===== config.mk =====
export PLATFORM = sky130hd
export DESIGN_NAME = nearest_chromaticity_classifier_unit_flat
export DESIGN_NICKNAME = d
export VERILOG_FILES = /design/src/design/ncc_pkg.sv /design/src/design/ncc_req_if.sv /design/src/design/ncc_rsp_if.sv /design/src/design/ncc_ram.sv /design/src/design/nearest_chromaticity_classifier_unit.sv /design/src/flat_wrapper.sv
export SDC_FILE = /design/constraint.sdc
export NUM_CORES = 2
export LEC_CHECK = 0
export BUFFER_PORTS_ARGS = -buffer_cell sky130_fd_sc_hd__buf_2
export CAP_MARGIN = 15
export CORE_MARGIN = 4
export CORE_UTILIZATION = 35
export DETAILED_ROUTE_END_ITERATION = 8
export PLACE_DENSITY = 0.48
export SYNTH_ARGS = -nofsm -noshare
export SYNTH_HDL_FRONTEND = slang
export SYNTH_HIERARCHICAL = 1
export SYNTH_SLANG_ARGS = --single-unit

===== constraint.sdc =====
create_clock -name clock -period 12.8 [get_ports clock]
set_clock_uncertainty 0.2 [all_clocks]
set_input_delay 2.56 -clock clock [delete_from_list [all_inputs] [get_ports clock]]
set_output_delay 2.56 -clock clock [all_outputs]
set_load 0.02 [all_outputs]

===== src/design/ncc_pkg.sv =====
// ---------------------------------------------------------------------------
// ncc_pkg: shared types and constants of the chromaticity classifier
// Field widths, register indexes, status codes and the reference entry layout.
// ---------------------------------------------------------------------------
`default_nettype none

package ncc_pkg;

   localparam int REF_DEPTH    = 16;
   localparam int CHANNEL_BITS = 16;

   localparam int REF_IDX_W  = $clog2(REF_DEPTH);
   localparam int COUNT_W    = 5;
   localparam int FIELD_W    = 16;
   localparam int SUM_W      = CHANNEL_BITS + 2;
   localparam int CHROMA_W   = 17;
   localparam int DIV_STEP_W = $clog2(CHROMA_W);
   localparam int DIST_W     = 34;
   localparam int CLASS_W    = 5;
   localparam int STATUS_W   = 2;

   localparam int ABS_W      = 17;
   localparam int RATIO_W    = 16;
   localparam int RATIO_FRAC = 12;
   localparam int MUL_A_W    = 2 * RATIO_FRAC;
   localparam int MUL_B_W    = CHROMA_W;
   localparam int PROD_W     = MUL_A_W + MUL_B_W;
   localparam int SPLIT_W    = 17;
   localparam int WIDE_W     = PROD_W + SPLIT_W;

   localparam int CSR_IDX_W  = 2;
   localparam int CSR_DATA_W = 17;

   localparam logic [CSR_IDX_W-1:0] CSR_REF_COUNT    = 2'd0;
   localparam logic [CSR_IDX_W-1:0] CSR_ABS_MAX_DIST = 2'd1;
   localparam logic [CSR_IDX_W-1:0] CSR_RATIO_MAX    = 2'd2;

   localparam logic ACTION_LOAD     = 1'b0;
   localparam logic ACTION_CLASSIFY = 1'b1;

   localparam logic [DIST_W-1:0]         DIST_INF       = '1;
   localparam logic signed [CLASS_W-1:0] NO_MATCH_INDEX = -5'sd1;
   localparam logic [RATIO_W-1:0]        RATIO_ONE      = RATIO_W'(1 << RATIO_FRAC);

   typedef enum logic [STATUS_W-1:0] {
      STATUS_MATCH     = 2'd0,
      STATUS_NO_REF    = 2'd1,
      STATUS_NO_RUNNER = 2'd2,
      STATUS_LIMIT     = 2'd3
   } status_type;

   typedef struct packed {
      logic                       usable;
      logic [2:0][CHROMA_W-1:0]   chroma;
   } ref_entry_type;

   localparam int REF_ENTRY_W = $bits(ref_entry_type);

endpackage

`default_nettype wire


===== src/design/ncc_req_if.sv =====
// ---------------------------------------------------------------------------
// ncc_req_if: request channel of the chromaticity classifier
// Valid/ready channel carrying one load or classify item.
// ---------------------------------------------------------------------------
`default_nettype none

interface ncc_req_if;
   import ncc_pkg::*;

   logic                 valid;
   logic                 ready;
   logic                 action;
   logic [REF_IDX_W-1:0] ref_index;
   logic [FIELD_W-1:0]   red;
   logic [FIELD_W-1:0]   green;
   logic [FIELD_W-1:0]   blue;

   modport source (output valid, action, ref_index, red, green, blue, input ready);
   modport sink   (input valid, action, ref_index, red, green, blue, output ready);

endinterface

`default_nettype wire


===== src/design/ncc_rsp_if.sv =====
// ---------------------------------------------------------------------------
// ncc_rsp_if: result channel of the chromaticity classifier
// Valid/ready channel carrying one classification result item.
// ---------------------------------------------------------------------------
`default_nettype none

interface ncc_rsp_if;
   import ncc_pkg::*;

   logic                      valid;
   logic                      ready;
   logic signed [CLASS_W-1:0] class_index;
   status_type                status;
   logic [DIST_W-1:0]         best_dist_sq;
   logic [DIST_W-1:0]         second_dist_sq;

   modport source (output valid, class_index, status, best_dist_sq, second_dist_sq,
                    input ready);
   modport sink   (input valid, class_index, status, best_dist_sq, second_dist_sq,
                   output ready);

endinterface

`default_nettype wire


===== src/design/ncc_ram.sv =====
// ---------------------------------------------------------------------------
// ncc_ram: generic single-write, single-read RAM
// One write port and one read port; read data registered and held between reads.
// ---------------------------------------------------------------------------
`default_nettype none

module ncc_ram #(
   parameter int WIDTH = 8,
   parameter int DEPTH = 16
) (
   input  wire logic                     clock,
   input  wire logic                     wr_en,
   input  wire logic [$clog2(DEPTH)-1:0] wr_addr,
   input  wire logic [WIDTH-1:0]         wr_data,
   input  wire logic                     rd_en,
   input  wire logic [$clog2(DEPTH)-1:0] rd_addr,
   output logic      [WIDTH-1:0]         rd_data
);

   logic [WIDTH-1:0] mem_ff [DEPTH];
   logic [WIDTH-1:0] rd_data_ff;

   always_ff @(posedge clock) begin
      if (wr_en) begin
         mem_ff[wr_addr] <= wr_data;
      end
      if (rd_en) begin
         rd_data_ff <= mem_ff[rd_addr];
      end
   end

   assign rd_data = rd_data_ff;

endmodule

`default_nettype wire


===== src/design/nearest_chromaticity_classifier_unit.sv =====
// ---------------------------------------------------------------------------
// nearest_chromaticity_classifier_unit: nearest reference colour by chromaticity
//
// Items arrive on req_ch. A load item (action 0) normalises its colour and
// stores it as reference entry ref_index; it gives no result. A classify item
// (action 1) normalises the live colour, scans the first ref_count entries
// (at most 16) and gives one result item on rsp_ch: class index, status and
// the best and runner-up squared distances.
// One restoring divider yields one quotient bit a cycle, 17 bits per channel,
// and normalises a colour one channel after another. One shared multiplier then
// squares one channel difference a cycle; each entry goes through read, three
// squares, accumulate and compare, and the limit test follows in ST_LIM_A to ST_LIM_E.
// A load of a zero-sum colour skips the divider; a classify of a zero-sum live
// colour skips both the divider and the scan.
// req_ch.ready is high only while the block is idle. The result sits in an
// output register, so the next item is taken while it waits; a stalled
// receiver holds the block only when a second result is ready to leave.
// Reset clears the registers csr_* write and the control state; the
// reference table holds nothing valid until entries are loaded.
// ---------------------------------------------------------------------------
`default_nettype none

module nearest_chromaticity_classifier_unit (
   input  wire logic                            clock,
   input  wire logic                            reset,
   ncc_req_if.sink                              req_ch,
   ncc_rsp_if.source                            rsp_ch,
   input  wire logic                            csr_wr_en,
   input  wire logic [ncc_pkg::CSR_IDX_W-1:0]   csr_index,
   input  wire logic [ncc_pkg::CSR_DATA_W-1:0]  csr_wdata
);
   import ncc_pkg::*;

   typedef enum logic [11:0] {
      ST_IDLE  = 12'b0000_0000_0001,
      ST_DIV   = 12'b0000_0000_0010,
      ST_WRITE = 12'b0000_0000_0100,
      ST_READ  = 12'b0000_0000_1000,
      ST_SQ    = 12'b0000_0001_0000,
      ST_ACC   = 12'b0000_0010_0000,
      ST_LIM_A = 12'b0000_0100_0000,
      ST_LIM_B = 12'b0000_1000_0000,
      ST_LIM_C = 12'b0001_0000_0000,
      ST_LIM_D = 12'b0010_0000_0000,
      ST_LIM_E = 12'b0100_0000_0000,
      ST_OUT   = 12'b1000_0000_0000
   } state_type;

   // control
   state_type               state_ff, state_in;
   logic [1:0]              ch_ff, ch_in;
   logic [DIV_STEP_W-1:0]   step_ff, step_in;
   logic [COUNT_W-1:0]      cnt_ff, cnt_in;
   logic [COUNT_W-1:0]      n_ff, n_in;
   logic                    found_ff, found_in;
   logic                    rsp_valid_ff, rsp_valid_in;

   // configuration
   logic [COUNT_W-1:0]      ref_count_ff, ref_count_in;
   logic [ABS_W-1:0]        abs_max_ff, abs_max_in;
   logic [RATIO_W-1:0]      ratio_max_ff, ratio_max_in;

   // payload
   logic                          action_ff, action_in;
   logic [REF_IDX_W-1:0]          index_ff, index_in;
   logic [2:0][CHANNEL_BITS-1:0]  rgb_ff, rgb_in;
   logic [SUM_W-1:0]              sum_ff, sum_in;
   logic [SUM_W-1:0]              rem_ff, rem_in;
   logic [CHROMA_W-1:0]           quo_ff, quo_in;
   logic [2:0][CHROMA_W-1:0]      chr_ff, chr_in;
   logic [PROD_W-1:0]             prod_ff, prod_in;
   logic [DIST_W-1:0]             acc_ff, acc_in;
   logic [DIST_W-1:0]             best_ff, best_in;
   logic [DIST_W-1:0]             second_ff, second_in;
   logic [REF_IDX_W-1:0]          best_idx_ff, best_idx_in;
   logic                          abs_ok_ff, abs_ok_in;
   logic [MUL_A_W-1:0]            rsq_ff, rsq_in;
   logic [PROD_W-1:0]             lo_ff, lo_in;
   logic signed [CLASS_W-1:0]     res_class_ff, res_class_in;
   status_type                    res_status_ff, res_status_in;
   logic signed [CLASS_W-1:0]     out_class_ff, out_class_in;
   status_type                    out_status_ff, out_status_in;
   logic [DIST_W-1:0]             out_best_ff, out_best_in;
   logic [DIST_W-1:0]             out_second_ff, out_second_in;

   // datapath nets
   logic                    req_accept;
   logic                    out_load;
   logic [SUM_W:0]          trial;
   logic                    trial_ge;
   logic [CHROMA_W-1:0]     live_c;
   logic [CHROMA_W-1:0]     ref_c;
   logic [CHROMA_W-1:0]     diff;
   logic [MUL_A_W-1:0]      mul_a;
   logic [MUL_B_W-1:0]      mul_b;
   logic [DIST_W-1:0]       dist_sum;
   logic [COUNT_W-1:0]      cnt_next;
   logic [WIDE_W-1:0]       ratio_lhs;
   logic [WIDE_W-1:0]       ratio_rhs;
   logic                    ratio_ok;

   // reference table
   logic                    ram_wr_en;
   ref_entry_type           wr_entry;
   logic                    ram_rd_en;
   logic [REF_ENTRY_W-1:0]  ram_rd_data;
   ref_entry_type           rd_entry;

   ncc_ram #(
      .WIDTH (REF_ENTRY_W),
      .DEPTH (REF_DEPTH)
   ) u_ref_ram (
      .clock   (clock),
      .wr_en   (ram_wr_en),
      .wr_addr (index_ff),
      .wr_data (wr_entry),
      .rd_en   (ram_rd_en),
      .rd_addr (cnt_ff[REF_IDX_W-1:0]),
      .rd_data (ram_rd_data)
   );

   assign rd_entry        = ref_entry_type'(ram_rd_data);
   assign wr_entry.usable = (sum_ff != '0);
   assign wr_entry.chroma = chr_ff;
   assign ram_wr_en       = (state_ff == ST_WRITE);
   assign ram_rd_en       = (state_ff == ST_READ);

   assign req_ch.ready = (state_ff == ST_IDLE);
   assign req_accept   = req_ch.valid && req_ch.ready;
   assign out_load     = (state_ff == ST_OUT) && (!rsp_valid_ff || rsp_ch.ready);

   // restoring divider step: the first step of a channel starts from the numerator
   assign trial    = (step_ff == '0) ? (SUM_W+1)'(rgb_ff[ch_ff]) : {rem_ff, 1'b0};
   assign trial_ge = (trial >= {1'b0, sum_ff});

   assign live_c = chr_ff[ch_ff];
   assign ref_c  = rd_entry.chroma[ch_ff];
   assign diff   = (live_c > ref_c) ? (live_c - ref_c) : (ref_c - live_c);

   assign dist_sum = acc_ff + prod_ff[DIST_W-1:0];
   assign cnt_next = cnt_ff + COUNT_W'(1);

   // best * 2^24 against second * ratio^2, from the two partial products
   assign ratio_lhs = {best_ff, MUL_A_W'(0)};
   assign ratio_rhs = {prod_ff, SPLIT_W'(0)} + WIDE_W'(lo_ff);
   assign ratio_ok  = (ratio_max_ff >= RATIO_ONE) || (ratio_lhs <= ratio_rhs);

   // shared multiplier operand select
   always_comb begin
      mul_a = '0;
      mul_b = '0;
      unique case (state_ff)
         ST_SQ: begin
            mul_a = MUL_A_W'(diff);
            mul_b = diff;
         end
         ST_LIM_A: begin
            mul_a = MUL_A_W'(abs_max_ff);
            mul_b = abs_max_ff;
         end
         ST_LIM_B: begin
            mul_a = MUL_A_W'(ratio_max_ff[RATIO_FRAC-1:0]);
            mul_b = MUL_B_W'(ratio_max_ff[RATIO_FRAC-1:0]);
         end
         ST_LIM_C: begin
            mul_a = prod_ff[MUL_A_W-1:0];
            mul_b = second_ff[SPLIT_W-1:0];
         end
         ST_LIM_D: begin
            mul_a = rsq_ff;
            mul_b = second_ff[DIST_W-1:SPLIT_W];
         end
         default: begin
            mul_a = '0;
            mul_b = '0;
         end
      endcase
   end

   assign prod_in = mul_a * mul_b;

   // configuration writes
   always_comb begin
      ref_count_in = ref_count_ff;
      abs_max_in   = abs_max_ff;
      ratio_max_in = ratio_max_ff;
      if (csr_wr_en) begin
         unique case (csr_index)
            CSR_REF_COUNT:    ref_count_in = csr_wdata[COUNT_W-1:0];
            CSR_ABS_MAX_DIST: abs_max_in   = csr_wdata[ABS_W-1:0];
            CSR_RATIO_MAX:    ratio_max_in = csr_wdata[RATIO_W-1:0];
            default: begin
               ref_count_in = ref_count_ff;
            end
         endcase
      end
   end

   // sequencer
   always_comb begin
      state_in      = state_ff;
      ch_in         = ch_ff;
      step_in       = step_ff;
      cnt_in        = cnt_ff;
      n_in          = n_ff;
      found_in      = found_ff;
      action_in     = action_ff;
      index_in      = index_ff;
      rgb_in        = rgb_ff;
      sum_in        = sum_ff;
      rem_in        = rem_ff;
      quo_in        = quo_ff;
      chr_in        = chr_ff;
      acc_in        = acc_ff;
      best_in       = best_ff;
      second_in     = second_ff;
      best_idx_in   = best_idx_ff;
      abs_ok_in     = abs_ok_ff;
      rsq_in        = rsq_ff;
      lo_in         = lo_ff;
      res_class_in  = res_class_ff;
      res_status_in = res_status_ff;

      unique case (state_ff)
         ST_IDLE: begin
            if (req_accept) begin
               action_in = req_ch.action;
               index_in  = req_ch.ref_index;
               rgb_in[0] = req_ch.red[CHANNEL_BITS-1:0];
               rgb_in[1] = req_ch.green[CHANNEL_BITS-1:0];
               rgb_in[2] = req_ch.blue[CHANNEL_BITS-1:0];
               sum_in    = SUM_W'(rgb_in[0]) + SUM_W'(rgb_in[1]) + SUM_W'(rgb_in[2]);
               ch_in     = '0;
               step_in   = '0;
               cnt_in    = '0;
               n_in      = (ref_count_ff > COUNT_W'(REF_DEPTH)) ? COUNT_W'(REF_DEPTH)
                                                                 : ref_count_ff;
               best_in   = DIST_INF;
               second_in = DIST_INF;
               found_in  = 1'b0;
               if (sum_in == '0) begin
                  state_in = (req_ch.action == ACTION_LOAD) ? ST_WRITE : ST_LIM_A;
               end else begin
                  state_in = ST_DIV;
               end
            end
         end

         ST_DIV: begin
            rem_in = trial_ge ? SUM_W'(trial - {1'b0, sum_ff}) : SUM_W'(trial);
            quo_in = {quo_ff[CHROMA_W-2:0], trial_ge};
            if (step_ff == DIV_STEP_W'(CHROMA_W - 1)) begin
               chr_in[ch_ff] = quo_in;
               step_in       = '0;
               if (ch_ff == 2'd2) begin
                  ch_in = '0;
                  if (action_ff == ACTION_LOAD) begin
                     state_in = ST_WRITE;
                  end else if (n_ff == '0) begin
                     state_in = ST_LIM_A;
                  end else begin
                     state_in = ST_READ;
                  end
               end else begin
                  ch_in = ch_ff + 2'd1;
               end
            end else begin
               step_in = step_ff + DIV_STEP_W'(1);
            end
         end

         ST_WRITE: begin
            state_in = ST_IDLE;
         end

         ST_READ: begin
            ch_in    = '0;
            state_in = ST_SQ;
         end

         ST_SQ: begin
            // the product of the previous channel comes from the multiplier's output register
            if (ch_ff == 2'd1) begin
               acc_in = prod_ff[DIST_W-1:0];
            end else if (ch_ff == 2'd2) begin
               acc_in = dist_sum;
            end
            if (ch_ff == 2'd2) begin
               ch_in    = '0;
               state_in = ST_ACC;
            end else begin
               ch_in = ch_ff + 2'd1;
            end
         end

         ST_ACC: begin
            if (rd_entry.usable) begin
               if (dist_sum < best_ff) begin
                  second_in   = best_ff;
                  best_in     = dist_sum;
                  best_idx_in = cnt_ff[REF_IDX_W-1:0];
                  found_in    = 1'b1;
               end else if (dist_sum < second_ff) begin
                  second_in = dist_sum;
               end
            end
            cnt_in   = cnt_next;
            state_in = (cnt_next < n_ff) ? ST_READ : ST_LIM_A;
         end

         ST_LIM_A: begin
            state_in = ST_LIM_B;
         end

         ST_LIM_B: begin
            abs_ok_in = (best_ff <= prod_ff[DIST_W-1:0]);
            state_in  = ST_LIM_C;
         end

         ST_LIM_C: begin
            rsq_in   = prod_ff[MUL_A_W-1:0];
            state_in = ST_LIM_D;
         end

         ST_LIM_D: begin
            lo_in    = prod_ff;
            state_in = ST_LIM_E;
         end

         ST_LIM_E: begin
            res_class_in = NO_MATCH_INDEX;
            if (!found_ff) begin
               res_status_in = STATUS_NO_REF;
            end else if ((second_ff == DIST_INF) || (second_ff == '0)) begin
               res_status_in = STATUS_NO_RUNNER;
            end else if (abs_ok_ff && ratio_ok) begin
               res_status_in = STATUS_MATCH;
               res_class_in  = $signed({1'b0, best_idx_ff});
            end else begin
               res_status_in = STATUS_LIMIT;
            end
            state_in = ST_OUT;
         end

         ST_OUT: begin
            // hold until the output register is free
            if (out_load) begin
               state_in = ST_IDLE;
            end
         end

         default: begin
            state_in = ST_IDLE;
         end
      endcase
   end

   // output register
   always_comb begin
      rsp_valid_in  = rsp_valid_ff;
      out_class_in  = out_class_ff;
      out_status_in = out_status_ff;
      out_best_in   = out_best_ff;
      out_second_in = out_second_ff;
      if (out_load) begin
         rsp_valid_in  = 1'b1;
         out_class_in  = res_class_ff;
         out_status_in = res_status_ff;
         out_best_in   = best_ff;
         out_second_in = second_ff;
      end else if (rsp_valid_ff && rsp_ch.ready) begin
         rsp_valid_in = 1'b0;
      end
   end

   assign rsp_ch.valid          = rsp_valid_ff;
   assign rsp_ch.class_index    = out_class_ff;
   assign rsp_ch.status         = out_status_ff;
   assign rsp_ch.best_dist_sq   = out_best_ff;
   assign rsp_ch.second_dist_sq = out_second_ff;

   always_ff @(posedge clock) begin
      if (reset) begin
         state_ff     <= ST_IDLE;
         ch_ff        <= '0;
         step_ff      <= '0;
         cnt_ff       <= '0;
         n_ff         <= '0;
         found_ff     <= 1'b0;
         rsp_valid_ff <= 1'b0;
         ref_count_ff <= '0;
         abs_max_ff   <= '0;
         ratio_max_ff <= '0;
      end else begin
         state_ff     <= state_in;
         ch_ff        <= ch_in;
         step_ff      <= step_in;
         cnt_ff       <= cnt_in;
         n_ff         <= n_in;
         found_ff     <= found_in;
         rsp_valid_ff <= rsp_valid_in;
         ref_count_ff <= ref_count_in;
         abs_max_ff   <= abs_max_in;
         ratio_max_ff <= ratio_max_in;
      end
   end

   always_ff @(posedge clock) begin
      action_ff     <= action_in;
      index_ff      <= index_in;
      rgb_ff        <= rgb_in;
      sum_ff        <= sum_in;
      rem_ff        <= rem_in;
      quo_ff        <= quo_in;
      chr_ff        <= chr_in;
      prod_ff       <= prod_in;
      acc_ff        <= acc_in;
      best_ff       <= best_in;
      second_ff     <= second_in;
      best_idx_ff   <= best_idx_in;
      abs_ok_ff     <= abs_ok_in;
      rsq_ff        <= rsq_in;
      lo_ff         <= lo_in;
      res_class_ff  <= res_class_in;
      res_status_ff <= res_status_in;
      out_class_ff  <= out_class_in;
      out_status_ff <= out_status_in;
      out_best_ff   <= out_best_in;
      out_second_ff <= out_second_in;
   end

endmodule

`default_nettype wire

===== src/flat_wrapper.sv =====
// flat-port wrapper written by rule: the top's interface ports become plain ports
module nearest_chromaticity_classifier_unit_flat import ncc_pkg::*;
  (clock, reset, csr_wr_en, csr_index, csr_wdata, req_ch_valid, req_ch_action, req_ch_ref_index, req_ch_red, req_ch_green, req_ch_blue, req_ch_ready, rsp_ch_valid, rsp_ch_class_index, rsp_ch_status, rsp_ch_best_dist_sq, rsp_ch_second_dist_sq, rsp_ch_ready);
  ncc_req_if req_ch_i ();
  ncc_rsp_if rsp_ch_i ();
  input  wire logic clock;
  input  wire logic reset;
  input  wire logic csr_wr_en;
  input  wire logic [ncc_pkg::CSR_IDX_W-1:0] csr_index;
  input  wire logic [ncc_pkg::CSR_DATA_W-1:0] csr_wdata;
  input wire logic [$bits(req_ch_i.valid)-1:0] req_ch_valid;
  input wire logic [$bits(req_ch_i.action)-1:0] req_ch_action;
  input wire logic [$bits(req_ch_i.ref_index)-1:0] req_ch_ref_index;
  input wire logic [$bits(req_ch_i.red)-1:0] req_ch_red;
  input wire logic [$bits(req_ch_i.green)-1:0] req_ch_green;
  input wire logic [$bits(req_ch_i.blue)-1:0] req_ch_blue;
  output wire logic [$bits(req_ch_i.ready)-1:0] req_ch_ready;
  output wire logic [$bits(rsp_ch_i.valid)-1:0] rsp_ch_valid;
  output wire logic [$bits(rsp_ch_i.class_index)-1:0] rsp_ch_class_index;
  output wire logic [$bits(rsp_ch_i.status)-1:0] rsp_ch_status;
  output wire logic [$bits(rsp_ch_i.best_dist_sq)-1:0] rsp_ch_best_dist_sq;
  output wire logic [$bits(rsp_ch_i.second_dist_sq)-1:0] rsp_ch_second_dist_sq;
  input wire logic [$bits(rsp_ch_i.ready)-1:0] rsp_ch_ready;
  assign req_ch_i.valid = req_ch_valid;
  assign req_ch_i.action = req_ch_action;
  assign req_ch_i.ref_index = req_ch_ref_index;
  assign req_ch_i.red = req_ch_red;
  assign req_ch_i.green = req_ch_green;
  assign req_ch_i.blue = req_ch_blue;
  assign req_ch_ready = req_ch_i.ready;
  assign rsp_ch_valid = rsp_ch_i.valid;
  assign rsp_ch_class_index = rsp_ch_i.class_index;
  assign rsp_ch_status = rsp_ch_i.status;
  assign rsp_ch_best_dist_sq = rsp_ch_i.best_dist_sq;
  assign rsp_ch_second_dist_sq = rsp_ch_i.second_dist_sq;
  assign rsp_ch_i.ready = rsp_ch_ready;
  nearest_chromaticity_classifier_unit u_core (.clock(clock), .reset(reset), .req_ch(req_ch_i), .rsp_ch(rsp_ch_i), .csr_wr_en(csr_wr_en), .csr_index(csr_index), .csr_wdata(csr_wdata));
endmodule

* Yosys cells after proc, flatten, opt, wreduce, memory -nomap -nowiden *
Memories as Yosys holds them, arrays and structs flattened. A register that Yosys moved wholly into a read port is not among the register bits.
Cells that the tools add are included.

word-level totals
  memory bits (writable) = 832
  memories kept = 1
  register bits = 520
  logic and storage cells = 177

cells by class
  $lt $le $gt $ge = 11
  mux-type cells = 55
  bitwise operators = 2
  multipliers = 1
  reductions and logical operators = 35
  equal/unequal tests = 26
  add/sub/neg operators = 10

memory list
  memory                   words  bits a word  read ports  clocked after memory_dff  write ports  RTL line       RTL
  u_core.u_ref_ram.mem_ff  16     52           1           1                         1            ncc_ram.sv:20  logic [WIDTH-1:0] mem_ff [DEPTH];

operator list
  kind                    count
  $mux W34                8
  $pmux W34 S2            2
  $pmux W12 S11           1
  $pmux W24 S5            1
  $pmux W17 S5            1
  $mux W12                7
  $bmux W17 S2            2
  $lt A34 B34 Y1          2
  $mux W17                4
  $add A58 B41 Y58        1
  $le A58 B58 Y1          1
  $bwmux W51              1
  $mul A24 B17 Y41        1
  $add A34 B34 Y34        1
  $demux W17 S2           1
  $eq A34 B34 Y1 const B  1
  $le A34 B34 Y1          1
  $logic_not A34 Y1       1
  $sub A17 B17 Y17        2
  $bmux W16 S2            1
  $mux W7                 3
  $mux W5                 4
  $pmux W5 S2             2
  $ge A19 B18 Y1          1
  other kinds (52)        90

* Logic depth before layout (Yosys ltp) *
  word-level depth = 6
  gate-level depth with buffers = 46

* Hierarchy *
Netlist, hierarchy kept.

by module, submodules not included
  module                                cells an instance  area an instance (µm²)  times used  seq. area each (µm²)
  nearest_chromaticity_classifier_unit  4245               42225.5                 1           14513.9
  ncc_ram                               1344               32737.6                 1           26545.5

* Worst setup path after synthesis *
OpenSTA, ideal clock, no wires.

  path kind = reg-to-reg
  start = register u_core.ch_ff[1]
  end = register u_core.prod_ff[40]
  arrival time = 10.798 ns
  setup time = 0.129 ns
  path buffers = 6
  required time = 12.471 ns
  path slack = 1.673 ns
  cell stages (with the launch flop) = 44
  path through = dfxtp_1 clkbuf_1 clkbuf_1 clkbuf_1 mux2i_1 nor2_1 a21oi_1 inv_1 ha_1 nand4_2 o211a_1 o21ai_1 nand3_1 a21oi_1 a21o_1 buf_6 buf_4 mux2i_1 [8 not listed] fa_1 inv_1 fa_1 fa_1 inv_1 fa_1 inv_1 ha_1 or3_1 a211oi_1 o31ai_1 o21a_1 o311ai_0 nand2b_1 a311o_1 a221o_1 o41ai_1 xnor2_1

on the way
  word-level cells in the longest chain between the ends = 6

ends and longest elaborated chain
  what                                                RTL line                                                                                  RTL
  start, declared                                     nearest_chromaticity_classifier_unit.sv:51                                                logic [1:0] ch_ff, ch_in;
  start signal, assigned                              nearest_chromaticity_classifier_unit.sv:396                                               ch_ff <= ch_in;
  $bmux W17 S2 (on tied branches)                     nearest_chromaticity_classifier_unit.sv:137, nearest_chromaticity_classifier_unit.sv:136
  $mux W17 (on tied branches)                         nearest_chromaticity_classifier_unit.sv:137, nearest_chromaticity_classifier_unit.sv:136
  $sub A17 B17 Y17 or $gt A17 B17 Y1 (tied branches)  nearest_chromaticity_classifier_unit.sv:138                                               assign diff = (live_c > ref_c) ? (live_c - ref_c) : (ref_c - live_c);
  $mux W17 *                                          nearest_chromaticity_classifier_unit.sv:138
  $pmux W24 S5 or $pmux W17 S5 (tied branches)        nearest_chromaticity_classifier_unit.sv:152                                               unique case (state_ff)
  $mul A24 B17 Y41 *                                  nearest_chromaticity_classifier_unit.sv:180                                               assign prod_in = mul_a * mul_b;
  named net u_core.prod_in[40]                        nearest_chromaticity_classifier_unit.sv:71                                                logic [PROD_W-1:0] prod_ff, prod_in;
  end signal, assigned                                nearest_chromaticity_classifier_unit.sv:416                                               prod_ff <= prod_in;
  end, declared                                       nearest_chromaticity_classifier_unit.sv:71

The timed path passes the listed nets; every way through them passes the cells marked *. The select of a mux whose other input is x is not followed.
A chain may end at the register's enable or synchronous reset.

* Worst setup path after layout *
  start = register u_core.ch_ff[0]
  end = register u_core.prod_ff[40]

Same word-level chain as after synthesis.

==> results by group <==
Timing
  • Worst rel slew slack: 0.2207
  • F_max: 81.82 MHz
  • Slew Limit Fails: 0
  • RSZ-0062 raised after global routing: no
  • Period utilization: 0.9548
  • Min Tclk post-route: 12.22 ns
  • Worst Tran Pin Value: 1.166 ns
  • Hold Violations, Final: 0
  • Setup slack after layout: 0.5781 ns
  • Setup Viol. Count Final: 0

Synthesis
  • Count leader, synth: edfxtp_1
  • Cell taking the most area after synthesis: edfxtp_1
  • Top_reg_cell synth: edfxtp_1
  • Warnings, synthesis: 6
  • Unique masters post-synth: 85
  • Synthesized cell area: 0.07496 mm²
  • Number of enable flip-flop cells after synthesis: 1294
  • Part of the Yosys area used for sequential elements: 0.5477
  • Mapped Nets: 6400
  • Cells after Synth: 5589
  • Seq cells post-synth: 1404
  • Async set-or-reset flop fraction in the synthesized netlist: 0
  • Syn avg cell area: 13.41 µm²
  • Commonest cells in the netlist: edfxtp_1, inv_1, nand2_1, ha_1, fa_1
  • Area share of the largest cell type after synthesis: 0.5184
  • Ranking of synthesized cells by area: edfxtp_1, fa_1, ha_1, mux4_2, inv_1

Route
  • Via density per instance: 5.268
  • Drt wl/cell: 25.50 µm
  • Final wirelength: 224.3 mm
  • Initial drt markers: 3640
  • Post-route ant nets: 0
  • DR vias: 46320
  • 1st-pass router iterations: 6
  • # DRC: 0

Setup path
  • Critical Path RT: 13.24 ns
  • CP most frequent cell: fa_1
  • Worst setup SP type: flop
  • Crit path DAT: 12.66 ns
  • WS Path Type: flop to flop
  • Crit-path max FO: 11
  • Crit. End Element: flop
  • Max incr delay on CP: 0.54 ns
  • R2r worst-path depth: 38
  • Crit path max-delay cell type: fa_1

CTS
  • TritonCTS clock tree: built
  • Skew-Pair Late Insertion Delay: 0.82 ns
  • H-tree Lvls: 4
  • Cts hold-fix bufs: 0
  • TritonCTS Buffers: 156
  • Clock Tree Buf Depth: 3
  • CTS clk-pin slew, worst paths: 0.06 ns
  • Root buffer cell: clkbuf_16
  • Clock tree sinks: 1404

Finish
  • Fin cells: 8794
  • FILL cells: 20020
  • Area Overhead vs Synth: 13.33%
  • Register area: 0.04107 mm²
  • Layout cells sized above 1: 0.1436
  • Final core utilization: 0.3998
  • Multi-input logic area: 0.03074 mm²
  • Final instance area: 0.08496 mm²
  • Final Net Count: 6648

Outcome
  • Status: complete, no violations

Global route
  • Number of global-route vias before repair: 47440
  • Initial antenna violation count: 8
  • Tot GR Track Use: 0.2002
  • Largest net degree at the start of global routing: 110
  • GR Overflow Total: 0
  • Global-route wire length before repair: 328.0 mm

Place
  • DP Wirelength: 153.3 mm
  • Post-DP Area: 0.07958 mm²
  • Placed cell count: 8489
  • Placement Setup Slack: -0.1573 ns
  • Port buffer count: 153
  • GPL Wtd Cong: 0.9015

Floorplan
  • Ports: 154
  • Die area: 0.2216 mm²
  • Die X: 470.8 µm
  • Row cnt: 169
  • Core area: 0.2125 mm²
  • DIE HEIGHT: 470.8 µm
  • Starting Density: 0.3528

Pwr
  • Pleak: 32.03 nW
  • P per Cell Area: 120.9 mW/mm²
  • Worst IR Drop VDD: 0.1472 mV

Job
  • Max-Cap Viols: 0

Hold path
  • HP Class: flop to flop
  • Hold depth: 0
[power breakdown]
group | internal, mW | leakage, nW | switching [mW]
combinational | 0.239 | 16.9 | 0.395
clock | 2.61 | 2.54 | 1.96
sequential | 5.04 | 12.6 | 0.0326
total | 7.89 | 32.0 | 2.39
[state kept, by name, indices dropped and copies added, names as in the netlist, 24 cells and up]
| register | count |
|---|---|
| u_core/u_ref_ram/mem_ff | 832 |
| u_core/prod_ff | 41 |
| u_core/rsq_ff | 24 |
| u_core/chr_ff | 51 |
| u_core/rsp_ch.best_dist_sq | 34 |
| u_core/lo_ff | 41 |
| u_core/best_ff | 34 |
| u_core/rgb_ff | 48 |
| u_core/second_ff | 34 |
| u_core/rsp_ch.second_dist_sq | 34 |
| u_core/acc_ff | 34 |
| u_core/u_ref_ram/rd_data | 52 |
[area by class of cell]
type	count	share of cell area
flip-flops and latches	1404	0.4834
multi-input cells	3333	0.3618
clock buffers	187	0.04779
well taps	2821	0.04155
inverters	639	0.02825
repair buffers	303	0.02309
clock inverters	102	0.01390
diodes	5	0.0001473
[cell families (layout without fill, tap and decap cells)]
kind of cell | after synthesis | after routing | share of synthesized area
AO/OA/AOI/OAI | 899 | 899 | 0.07963
AND/OR/NAND/NOR | 1246 | 1247 | 0.07648
adder cells (fa/ha/maj) | 734 | 734 | 0.1577
flip-flops | 1404 | 1404 | 0.5477
buffers and inverters | 853 | 1231 | 0.04527
other | 0 | 5 | 0
XOR/XNOR | 150 | 150 | 0.01771
multiplexers | 303 | 303 | 0.07553
[worst max-delay path: cells and delay by family (launching register included)]
kind,cells,cell delay [ns]
AO/OA/AOI/OAI,14,4.58
adder cells (fa/ha/maj),8,3.71
AND/OR/NAND/NOR,6,1.34
buffers and inverters,7,1.14
XOR/XNOR,2,0.46
flip-flops,1,0.32
multiplexers,1,0.24
[cell usage in the layout, fill, tap and decap left out, types with 31 or more instances in the layout]
cell type     n
edfxtp_1   1294
inv_1       637
nand2_1     559
ha_1        382
fa_1        351
nor2_1      258
a21oi_1     258
mux4_2      208
clkbuf_16   156
buf_2       153
o21ai_0     146
buf_4       143
a22oi_1     126
a21o_1      123
dfxtp_1     106
xnor2_1      94
mux2i_1      74
nand2b_1     64
xor2_1       55
nor2b_1      49
nand3_1      48
nand4_1      48
o211ai_1     41
clkinv_1     32
a221o_1      31
[through the flow]
stage,power [mW],TNS [ns],hold WS (ns)
5_1_grt,10.67,0,0.2319
3_5_place_dp,5.803,-0.1573,0.2141
6_report,10.27,0,0.2241
2_1_floorplan,5.611,0,0.2003
3_3_place_gp,5.801,0,0.2061
4_1_cts,10.40,0,0.2278
[timing repair]
action                     in CTS  in global routing
gates resized for setup         1                  4
cloned                          1                  0
pin swaps                       1                  0
setup buffers                   1                  7
setup endpoints to repair       1                  3
[final timing paths]
kind	startpoint	slack (ns)	endpoint
max	u_core/ch_ff[0]	0.58	u_core/prod_ff[40]
min	u_core/res_class_ff[0]	0.22	u_core/rsp_ch.class_index[0]
max reg2reg	u_core/ch_ff[0]	0.58	u_core/prod_ff[40]
min reg2reg	u_core/res_class_ff[0]	0.22	u_core/rsp_ch.class_index[0]
[routing by layer]
metal / wire, µm / part of all wire / track usage / vias up
met2: 110100 / 0.49 / 0.3394 / 1277
met1: 96040 / 0.43 / 0.2673 / 24030
met3: 11540 / 0.051 / 0.03022 / 309
met4: 6587 / 0.029 / 0.05715 / 0
li1: - / - / - / 20710
met5: 0 / 0 / 0 / -
No activity file was read; power rests on OpenSTA's default activity.
